--- config.mk ---
export PLATFORM = sky130hd
export DESIGN_NAME = spi_master_byte_shifter
export DESIGN_NICKNAME = d
export VERILOG_FILES = /design/src/rtl/core/smb_pkg.sv /design/src/rtl/core/spi_master_byte_shifter.sv
export SDC_FILE = /design/constraint.sdc
export NUM_CORES = 1
export LEC_CHECK = 0
export ABC_AREA = 0
export ABC_CLOCK_PERIOD_IN_PS = 3530
export BUFFER_PORTS_ARGS = -buffer_cell sky130_fd_sc_hd__buf_4
export CORE_UTILIZATION = 62
export DETAILED_ROUTE_END_ITERATION = 10
export GPL_TIMING_DRIVEN = 0
export HOLD_SLACK_MARGIN = 0.02
export PLACE_DENSITY = 0.85
export SYNTH_ARGS = -nofsm -noshare
export SYNTH_HDL_FRONTEND = slang
export SYNTH_SLANG_ARGS = --single-unit
--- constraint.sdc ---
create_clock -name clk -period 3.53 [get_ports clk]
set_clock_uncertainty 0.2 [all_clocks]
set_input_delay 0.706 -clock clk [delete_from_list [all_inputs] [get_ports clk]]
set_output_delay 0.706 -clock clk [all_outputs]
set_load 0.02 [all_outputs]
--- src/rtl/core/smb_pkg.sv ---
`timescale 1ns / 1ps
`default_nettype none

package smb_pkg;

  // Word length of one exchange; tx_byte and rx_byte stay 8 bits wide.
  localparam int BITS_PER_WORD = 8;

  localparam int CNT_W = $clog2(2 * BITS_PER_WORD);
  localparam int POS_W = (BITS_PER_WORD > 1) ? $clog2(BITS_PER_WORD) : 1;

  localparam int CFG_INDEX_W = 3;

  localparam logic [CFG_INDEX_W-1:0] REG_CLOCK_POLARITY   = 3'd0;
  localparam logic [CFG_INDEX_W-1:0] REG_CLOCK_PHASE      = 3'd1;
  localparam logic [CFG_INDEX_W-1:0] REG_MSB_FIRST        = 3'd2;
  localparam logic [CFG_INDEX_W-1:0] REG_INPUT_ENABLE     = 3'd3;
  localparam logic [CFG_INDEX_W-1:0] REG_AUTO_CHIP_SELECT = 3'd4;

  typedef struct packed {
    logic       sclk_level;
    logic       mosi_level;
    logic       chip_select_n;
    logic       busy_res;
    logic       done_res;
    logic [7:0] rx_byte;
  } result_t;

endpackage

`default_nettype wire

--- src/rtl/core/spi_master_byte_shifter.sv ---
`timescale 1ns / 1ps
`default_nettype none

// Channel   Handshake            Payload
// input     in_valid / in_ready  start_req, tx_byte[7:0], miso_level
// output    out_valid/out_ready  sclk_level, mosi_level, chip_select_n,
//                                busy_res, done_res, rx_byte[7:0]
// config    cfg_we               cfg_index[2:0], cfg_data[0:0]
//
// One tick transfer per cycle while in_ready is high: the shifter state is updated as the
// tick is accepted, and its result is registered in the result or the skid register.
// A two-entry output stage (result register plus skid register) keeps taking
// ticks while one result waits; in_ready drops only when both entries are full.
// Synchronous active-high reset: clock low, MOSI high, chip select high, idle,
// config back to polarity 0, phase 0, MSB first, input on, auto chip select on.
module spi_master_byte_shifter (
  input  wire logic                                 clk,
  input  wire logic                                 rst,
  input  wire logic                                 in_valid,
  output logic                                      in_ready,
  input  wire logic                                 start_req,
  input  wire logic [7:0]                           tx_byte,
  input  wire logic                                 miso_level,
  output logic                                      out_valid,
  input  wire logic                                 out_ready,
  output logic                                      sclk_level,
  output logic                                      mosi_level,
  output logic                                      chip_select_n,
  output logic                                      busy_res,
  output logic                                      done_res,
  output logic [7:0]                                rx_byte,
  input  wire logic                                 cfg_we,
  input  wire logic [smb_pkg::CFG_INDEX_W-1:0]      cfg_index,
  input  wire logic [0:0]                           cfg_data
);

  localparam int WordW = smb_pkg::BITS_PER_WORD;
  localparam int CntW  = smb_pkg::CNT_W;
  localparam int PosW  = smb_pkg::POS_W;

  logic clock_polarity;
  logic clock_phase;
  logic msb_first;
  logic input_enable;
  logic auto_chip_select;

  logic [CntW-1:0]  phase_count, phase_count_next;
  logic [WordW-1:0] tx_shift, tx_shift_next;
  logic [WordW-1:0] rx_shift, rx_shift_next;
  logic             active, active_next;
  logic             sclk_reg, sclk_reg_next;
  logic             mosi_reg, mosi_reg_next;
  logic             cs_reg, cs_reg_next;

  smb_pkg::result_t res_next;
  smb_pkg::result_t out_res;
  smb_pkg::result_t skid_res;
  logic             out_full;
  logic             skid_full;

  logic            in_xfer;
  logic            sample;
  logic [PosW-1:0] bit_idx;
  logic [PosW-1:0] pos;
  logic            done;
  logic [7:0]      rx_out;

  assign in_ready = !skid_full;
  assign in_xfer  = in_valid && in_ready;

  // Configuration registers.
  always_ff @(posedge clk) begin
    if (rst) begin
      clock_polarity   <= 1'b0;
      clock_phase      <= 1'b0;
      msb_first        <= 1'b1;
      input_enable     <= 1'b1;
      auto_chip_select <= 1'b1;
    end else if (cfg_we) begin
      unique case (cfg_index)
        smb_pkg::REG_CLOCK_POLARITY:   clock_polarity   <= cfg_data[0];
        smb_pkg::REG_CLOCK_PHASE:      clock_phase      <= cfg_data[0];
        smb_pkg::REG_MSB_FIRST:        msb_first        <= cfg_data[0];
        smb_pkg::REG_INPUT_ENABLE:     input_enable     <= cfg_data[0];
        smb_pkg::REG_AUTO_CHIP_SELECT: auto_chip_select <= cfg_data[0];
        default: ;
      endcase
    end
  end

  // One tick of the shifter.
  always_comb begin
    phase_count_next = phase_count;
    tx_shift_next    = tx_shift;
    rx_shift_next    = rx_shift;
    active_next      = active;
    sclk_reg_next    = sclk_reg;
    mosi_reg_next    = mosi_reg;
    cs_reg_next      = cs_reg;
    done             = 1'b0;
    rx_out           = 8'd0;
    sample           = 1'b0;
    bit_idx          = PosW'(phase_count >> 1);
    pos              = msb_first ? (PosW'(WordW - 1) - bit_idx) : bit_idx;

    if (active) begin
      if (!phase_count[0]) begin
        mosi_reg_next = tx_shift[pos];
        sample        = !clock_phase;
      end else begin
        sample        = clock_phase;
      end
      sclk_reg_next = !sclk_reg;
      if (sample && input_enable && miso_level) begin
        rx_shift_next[pos] = 1'b1;
      end
      if (phase_count == CntW'(2 * WordW - 1)) begin
        if (auto_chip_select) begin
          cs_reg_next = 1'b1;
        end
        done             = 1'b1;
        rx_out           = 8'(rx_shift_next);
        active_next      = 1'b0;
        phase_count_next = '0;
      end else begin
        phase_count_next = phase_count + CntW'(1);
      end
    end else if (start_req) begin
      tx_shift_next    = WordW'(tx_byte);
      rx_shift_next    = '0;
      sclk_reg_next    = clock_polarity;
      if (auto_chip_select) begin
        cs_reg_next = 1'b0;
      end
      phase_count_next = '0;
      active_next      = 1'b1;
    end

    res_next.sclk_level    = sclk_reg_next;
    res_next.mosi_level    = mosi_reg_next;
    res_next.chip_select_n = cs_reg_next;
    res_next.busy_res      = active_next;
    res_next.done_res      = done;
    res_next.rx_byte       = rx_out;
  end

  always_ff @(posedge clk) begin
    if (rst) begin
      phase_count <= '0;
      tx_shift    <= '0;
      rx_shift    <= '0;
      active      <= 1'b0;
      sclk_reg    <= 1'b0;
      mosi_reg    <= 1'b1;
      cs_reg      <= 1'b1;
    end else if (in_xfer) begin
      phase_count <= phase_count_next;
      tx_shift    <= tx_shift_next;
      rx_shift    <= rx_shift_next;
      active      <= active_next;
      sclk_reg    <= sclk_reg_next;
      mosi_reg    <= mosi_reg_next;
      cs_reg      <= cs_reg_next;
    end
  end

  // Output stage: result register with a skid entry behind it.
  always_ff @(posedge clk) begin
    if (rst) begin
      out_full  <= 1'b0;
      skid_full <= 1'b0;
    end else if (in_xfer) begin
      if (out_full && !out_ready) begin
        skid_full <= 1'b1;
      end else begin
        out_full <= 1'b1;
      end
    end else if (out_ready) begin
      // advance the skid entry, or drop the taken result
      if (skid_full) begin
        skid_full <= 1'b0;
      end else begin
        out_full <= 1'b0;
      end
    end
  end

  always_ff @(posedge clk) begin
    if (in_xfer) begin
      if (out_full && !out_ready) begin
        skid_res <= res_next;
      end else begin
        out_res <= res_next;
      end
    end else if (out_ready && skid_full) begin
      out_res <= skid_res;
    end
  end

  assign out_valid     = out_full;
  assign sclk_level    = out_res.sclk_level;
  assign mosi_level    = out_res.mosi_level;
  assign chip_select_n = out_res.chip_select_n;
  assign busy_res      = out_res.busy_res;
  assign done_res      = out_res.done_res;
  assign rx_byte       = out_res.rx_byte;

endmodule

`default_nettype wire

==> metrics.cfg, run 1 <==
[synth]
synth_commonest_cells=nand2_1, a21oi_1, dfxtp_1
synth_top_area_cell=edfxtp_1
ys_seq_elements=57
synthesis.area_um2=2705
yosysTopAreaCellShare_pct=28.86
syn_area_per_cell_um2=9.909
async_flop_share_pct=0
synth_warnings=0
synth_ff_type=dfxtp_1
synth-seq-area-share_pct=51.80
syn-num-nets=293
synth_edf_count=26
synth.area.top_cells=edfxtp_1, dfxtp_1, a21oi_1
postSynthCellCount=273
synth_cell_types=56
yosysMostFrequentCell=nand2_1

[placement]
place_inst=356
dpl.hpwl_um=4006
placed_area_um2=3015
gp_congestion=0.8246
portBuffers=33
preCtsSetupSlack_ns=0.9951

[route]
drc=0
vias=2113
viasPerCell=5.680
drt_iter0_drc=135
drt_pass1_iterations=4
ant_nets=0
drt_wl_total_um=5574
wl_per_cell_um=14.98

[critical_path]
cp.arrival_ns=1.98
startpoint=in_valid
endpoint_kind=flop
worst-path-max-fanout=13
crit_chain=buf_4, nor2b_1, buf_2, and3_1
start_kind=primary input
critPathSlowestCell=and3_1
cp_slowest_stage_delay_ns=0.56
r2r_start=skid_full
critPathKind=in -> reg
cp.required_ns=3.30

[clock_tree]
clkSlewWorstSetupHoldPaths_ns=0.06
cts_hold_buf=0
cts-buffers-inserted=9
cts_setup_buffers=0
clkSinkCount=57
htreeDepth=3
tritoncts=built
cts_repair_resize_count=0
cts_root_buffer=clkbuf_8
clockBufferDepth=2
clock_latency_ns=0.34

[timing]
fin_crit_ns=2.209
slew_headroom_pct=61.83
tns_ns=0
hold_viol_final=0
finalWorstSetupSlack_ns=1.321
finalSetupViolations=0
rsz0062_at_grt=no
tightest_slew_ns=0.5725
layout_worst_path_cycle_share_pct=62.58
slew_violations=0
clock.fmax_ghz=0.4527

[floorplanning]
die_y_um=68.06
core_area_um2=4086
fp.dieArea_um2=4631
die_w_um=68.06
start_util_pct=66.20
rows=23
io_pins=34

[global_route]
grt_pass1_wl_um=9177
grtUsageTotal_pct=28.12
grt_pass1_vias=1920
antenna_found_initial=0
grt_max_degree=14
grt.overflow.total=0

[power_and_ir_drop]
power_density_nw_per_um2=459.4
p_leak_uw=0.001211
peakVddDrop_uv=316.0

[min_path]
hp-start=tx_shift[7]
hp-class=reg -> reg

[final_layout]
finalNetCount=337
syn_to_final_growth_pct=18.13
largest_register=skid_res
utilization_pct=78.20
fin_area_um2=3196
drive_gt1_share_pct=23.60
largest_reg_flops=13
antenna_cells=0
final_cells=372

[job]
maxCapViolCount=0

[outcome]
outcome=finished, final reports clean

[cell usage in the layout (no fill, tap or decap), types with 5 or more instances in the layout]
master and instances:
nor2_1 29, nand2_1 39, dfxtp_1 31, buf_2 5
a21oi_1 34, nor2b_1 10, buf_4 36, o21ai_0 10
clkbuf_8 9, clkbuf_1 6, edfxtp_1 26
[metrics by stage]
step	hold WS, ns	total power, µW
2_1_floorplan	0.2325	845.6
3_3_place_gp	0.2412	900.7
3_5_place_dp	0.2426	909.4
4_1_cts	0.2513	1474
5_1_grt	0.2918	1524
6_report	0.2532	1468
[cell families after synthesis]
kind of cell	after synthesis	share of synthesized area, %
simple gates	116	23.13
compound gates	72	16.65
flops	57	51.80
buf+inv	18	3.700
mux	6	2.313
xor+xnor	3	1.943
fa+ha+maj	1	0.4625
[critical path: cells and delay by family]
kind                   cells  cell delay (ns)
AND/OR/NAND/NOR            2             0.85
buffers and inverters      2             0.42
[per-layer routing]
| layer | share of wire [%] | wire (µm) | track usage, % | vias to the layer above |
|---|---|---|---|---|
| li1 | - | - | - | 1065 |
| met1 | 43 | 2384 | 36.49 | 961 |
| met2 | 49 | 2708 | 43.26 | 76 |
| met3 | 6.3 | 351 | 6.667 | 11 |
| met4 | 2.3 | 129 | 14.84 | 0 |
| met5 | 0 | 0 | 0 | - |
[path summary, 6_finish.rpt]
| path | endpoint | slack (ns) | cells past startpoint |
|---|---|---|---|
| worst min-delay path | tx_shift[7] | 0.25 | 2 |
| worst max register to register | skid_res[10] | 1.43 | 3 |
| worst max-delay path | skid_res[10] | 1.32 | 4 |
| worst min register to register | tx_shift[7] | 0.25 | 2 |
[area by class of cell]
class	count	area, µm²
well taps	50	62.56
clock buffers	11	131.4
clock inverters	5	48.80
flip-flops and latches	57	1401
repair buffers	33	247.7
fillers	283	890.9
inverters	4	15.01
multi-input cells	198	1204
plain buffers	14	85.08
[power breakdown]
group | internal [µW] | switching (µW) | total, µW
registers | 721 | 14.6 | 736
logic | 67.3 | 92.5 | 160
clock network | 320 | 252 | 572
total | 1110 | 359 | 1470
No activity file was read; power rests on OpenSTA's default activity.
==> run 2, diff against run 1 <==
--- a/config.mk
+++ b/config.mk
@@ -6,13 +6,13 @@
 export NUM_CORES = 1
 export LEC_CHECK = 0
 export ABC_AREA = 0
-export ABC_CLOCK_PERIOD_IN_PS = 3530
+export ABC_CLOCK_PERIOD_IN_PS = 2100
 export BUFFER_PORTS_ARGS = -buffer_cell sky130_fd_sc_hd__buf_4
-export CORE_UTILIZATION = 62
+export CORE_UTILIZATION = 57
 export DETAILED_ROUTE_END_ITERATION = 10
 export GPL_TIMING_DRIVEN = 0
 export HOLD_SLACK_MARGIN = 0.02
-export PLACE_DENSITY = 0.85
+export PLACE_DENSITY = 0.79
 export SYNTH_ARGS = -nofsm -noshare
 export SYNTH_HDL_FRONTEND = slang
 export SYNTH_SLANG_ARGS = --single-unit
==> constraint.sdc (replaced) <==
create_clock -name clk -period 2.1 [get_ports clk]
set_clock_uncertainty 0.2 [all_clocks]
set_input_delay 0.42 -clock clk [delete_from_list [all_inputs] [get_ports clk]]
set_output_delay 0.42 -clock clk [all_outputs]
set_load 0.02 [all_outputs]
==> run 2 against run 1 <==
Hold slack got worse by 0.19 ns. Flip-flop and latch count unchanged. Clock-buffer cell count decreased by 1. First-iteration DRC count decreased by 7.4%. Utilization decreased by 6.0 points.
==> metrics.cfg, run 2 (same netlist as run 1, synthesis figures left out) <==
[outcome]
outcome=finished, final reports clean

[floorplanning]
rows=24  ; +4.3%
fp.dieArea_um2=5025  ; +8.5%
io_pins=34  ; unchanged
core_area_um2=4444  ; +8.8%
start_util_pct=60.87  ; -5.3 points
die_y_um=70.89  ; +4.2%
die_w_um=70.89  ; +4.2%

[clock_tree]
cts_hold_buf=0  ; unchanged
clkSinkCount=57  ; unchanged
clock_latency_ns=0.34  ; about the same
clkSlewWorstSetupHoldPaths_ns=0.07  ; about the same
clockBufferDepth=2  ; unchanged
cts_root_buffer=clkbuf_8
tritoncts=built
cts-buffers-inserted=9  ; unchanged
htreeDepth=3  ; unchanged

[timing]
tightest_slew_ns=0.5328  ; -0.03974 ns
hold_viol_final=0  ; unchanged
rsz0062_at_grt=no
slew_headroom_pct=64.48  ; +2.6 points
clock.fmax_ghz=0.5216
finalSetupViolations=0  ; unchanged
fin_crit_ns=1.917
slew_violations=0  ; unchanged
layout_worst_path_cycle_share_pct=91.29

[final_layout]
finalNetCount=337  ; unchanged
utilization_pct=72.16  ; -6.0 points
final_common_cell=nand2_1
multiInputGateArea_um2=1205  ; +0.10%
largest_reg_flops=13  ; unchanged
regArea_um2=1403  ; about the same
antenna_cells=0  ; unchanged
final_cell_mix=nand2_1, buf_4, a21oi_1
syn_to_final_growth_pct=18.55
drive_gt1_share_pct=24.22  ; +0.62 points
largest_register=skid_res
n_fill_cell=357  ; +26%

[critical_path]
r2r_start=phase_count[3]
crit_chain=buf_4, nor3_1, or2_2, a21oi_1, o21ai_0
worst-path-max-fanout=10  ; -3
cp.arrival_ns=1.80  ; -0.18 ns
cp.required_ns=1.99  ; -1.31 ns
reg2reg_to=rx_byte[0]
critPathKind=reg -> reg
startpoint=phase_count[3]
crit_buf_inv=1  ; -1
cp_slowest_stage_delay_ns=0.47  ; -0.09 ns
reg2regPathDepth=5  ; +2
endpoint_kind=flop
cp-endpoint=rx_byte[0]
worst_path_dominant_cell_family=flip-flops
critPathSlowestCell=dfxtp_1
start_kind=flop
reg2reg_slack_ns=0.18  ; -1.25 ns
cp.depth=5  ; +1

[route]
drc=0  ; unchanged
drt_pass1_iterations=6  ; +2
wl_per_cell_um=14.24  ; -5.0%
vias=2133  ; +0.95%
viasPerCell=5.703  ; +0.41%
drt_wl_total_um=5326  ; -4.4%
drt_iter0_drc=125  ; -7.4%
ant_nets=0  ; unchanged

[power_and_ir_drop]
pwr-share-comb_pct=10.8  ; about the same
p_leak_uw=0.001206  ; -0.39%
internal_power_uw=1867  ; +68%
p_clk_share_pct=39.4  ; +0.4 points
peakVddDrop_uv=501.6  ; +59%
p_sw_share_pct=24.85  ; +0.38 points
power_switching_uw=617.2  ; +72%
finalPower_uw=2484  ; +69%
power_density_nw_per_um2=774.5  ; +69%
sequentialPowerShare_pct=49.7  ; -0.4 points

[global_route]
grt_pass1_vias=1885  ; -1.8%
grt_max_degree=14  ; unchanged
antenna_found_initial=0  ; unchanged
grt.overflow.total=0  ; unchanged
grtUsageTotal_pct=23.04  ; -5.1 points
grt_pass1_wl_um=8638  ; -5.9%

[placement]
gp_congestion=0.8310  ; +0.78%
dpl.hpwl_um=3786  ; -5.5%
portBuffers=33  ; unchanged

[min_path]
hp-class=in -> reg

[job]
maxCapViolCount=0  ; unchanged

[run 2: cell types whose count changed in the layout (fill, tap and decap cells not counted)]
cell	before	now
and3_1	4	3
and3_2	0	1
clkbuf_1	6	5
clkinv_1	1	2
clkinv_2	3	1
clkinv_4	0	1
clkinvlp_4	0	1
dfxtp_1	31	30
dfxtp_2	0	1
o21ai_0	10	9
o21ai_1	4	5
[run 2: how the worst min path moves through the flow]
stage / start / to / slack, ns / cells after the start
after floorplan: tx_shift[5] / tx_shift[5] / 0.23 / 2
after global placement: input_enable / input_enable / 0.25 / 1
after detailed placement: rx_shift[4] / rx_shift[4] / 0.26 / 2
after CTS: out_ready / skid_full / 0.05 / 2
after global routing: out_ready / skid_full / 0.05 / 2
final: out_ready / skid_full / 0.06 / 2
[run 2: routing by layer]
| layer | wire (µm) | track usage [%] | up-vias |
|---|---|---|---|
| met2 | 2414 | 35.58 | 66 |
| li1 | - | - | 1068 |
| met1 | 2541 | 30.24 | 990 |
| met3 | 271 | 5.271 | 9 |
| met4 | 99 | 12.67 | 0 |
| met5 | 0 | 0 | - |
[run 2: cell type report]
| class | count | area share [%] |
|---|---|---|
| inverters | 4 | 0.4682 |
| repair buffers | 33 | 7.725 |
| clock buffers | 10 | 3.980 |
| plain buffers | 14 | 2.653 |
| flip-flops and latches | 57 | 43.74 |
| well taps | 52 | 2.029 |
| multi-input cells | 198 | 37.57 |
| clock inverters | 6 | 1.834 |
[run 2: power by group through the flow]
stage	Sequential, µW	Combinational, µW	Clock (µW)
3_5_place_dp	1260	268	0
5_1_grt	1240	293	1030
2_1_floorplan	1290	137	0
3_3_place_gp	1260	262	0
6_report	1240	269	979
4_1_cts	1240	269	984
[run 2: timing repair]
action | 4_1_cts | 5_1_grt
resized for setup | 0 | 3
endpoints found under the hold margin | 0 | 0
endpoints found under the setup margin | 0 | 21
setup buffers | 0 | 0
[run 2: through the flow]
step / std cells / TNS [ns] / setup WS [ns] / area, µm² / hold WS (ns)
6_report: 374 / 0 / 0.1828 / 3207 / 0.05833
5_1_grt: 374 / 0 / 0.005248 / 3207 / 0.05232
4_1_cts: 374 / 0 / 0.02327 / 3204 / 0.05300
3_5_place_dp: 358 / -1.908 / -0.1473 / 3018 / 0.2551
3_3_place_gp: 358 / -1.747 / -0.1349 / 3018 / 0.2473
2_1_floorplan: 273 / 0 / 0.2963 / 2705 / 0.2325
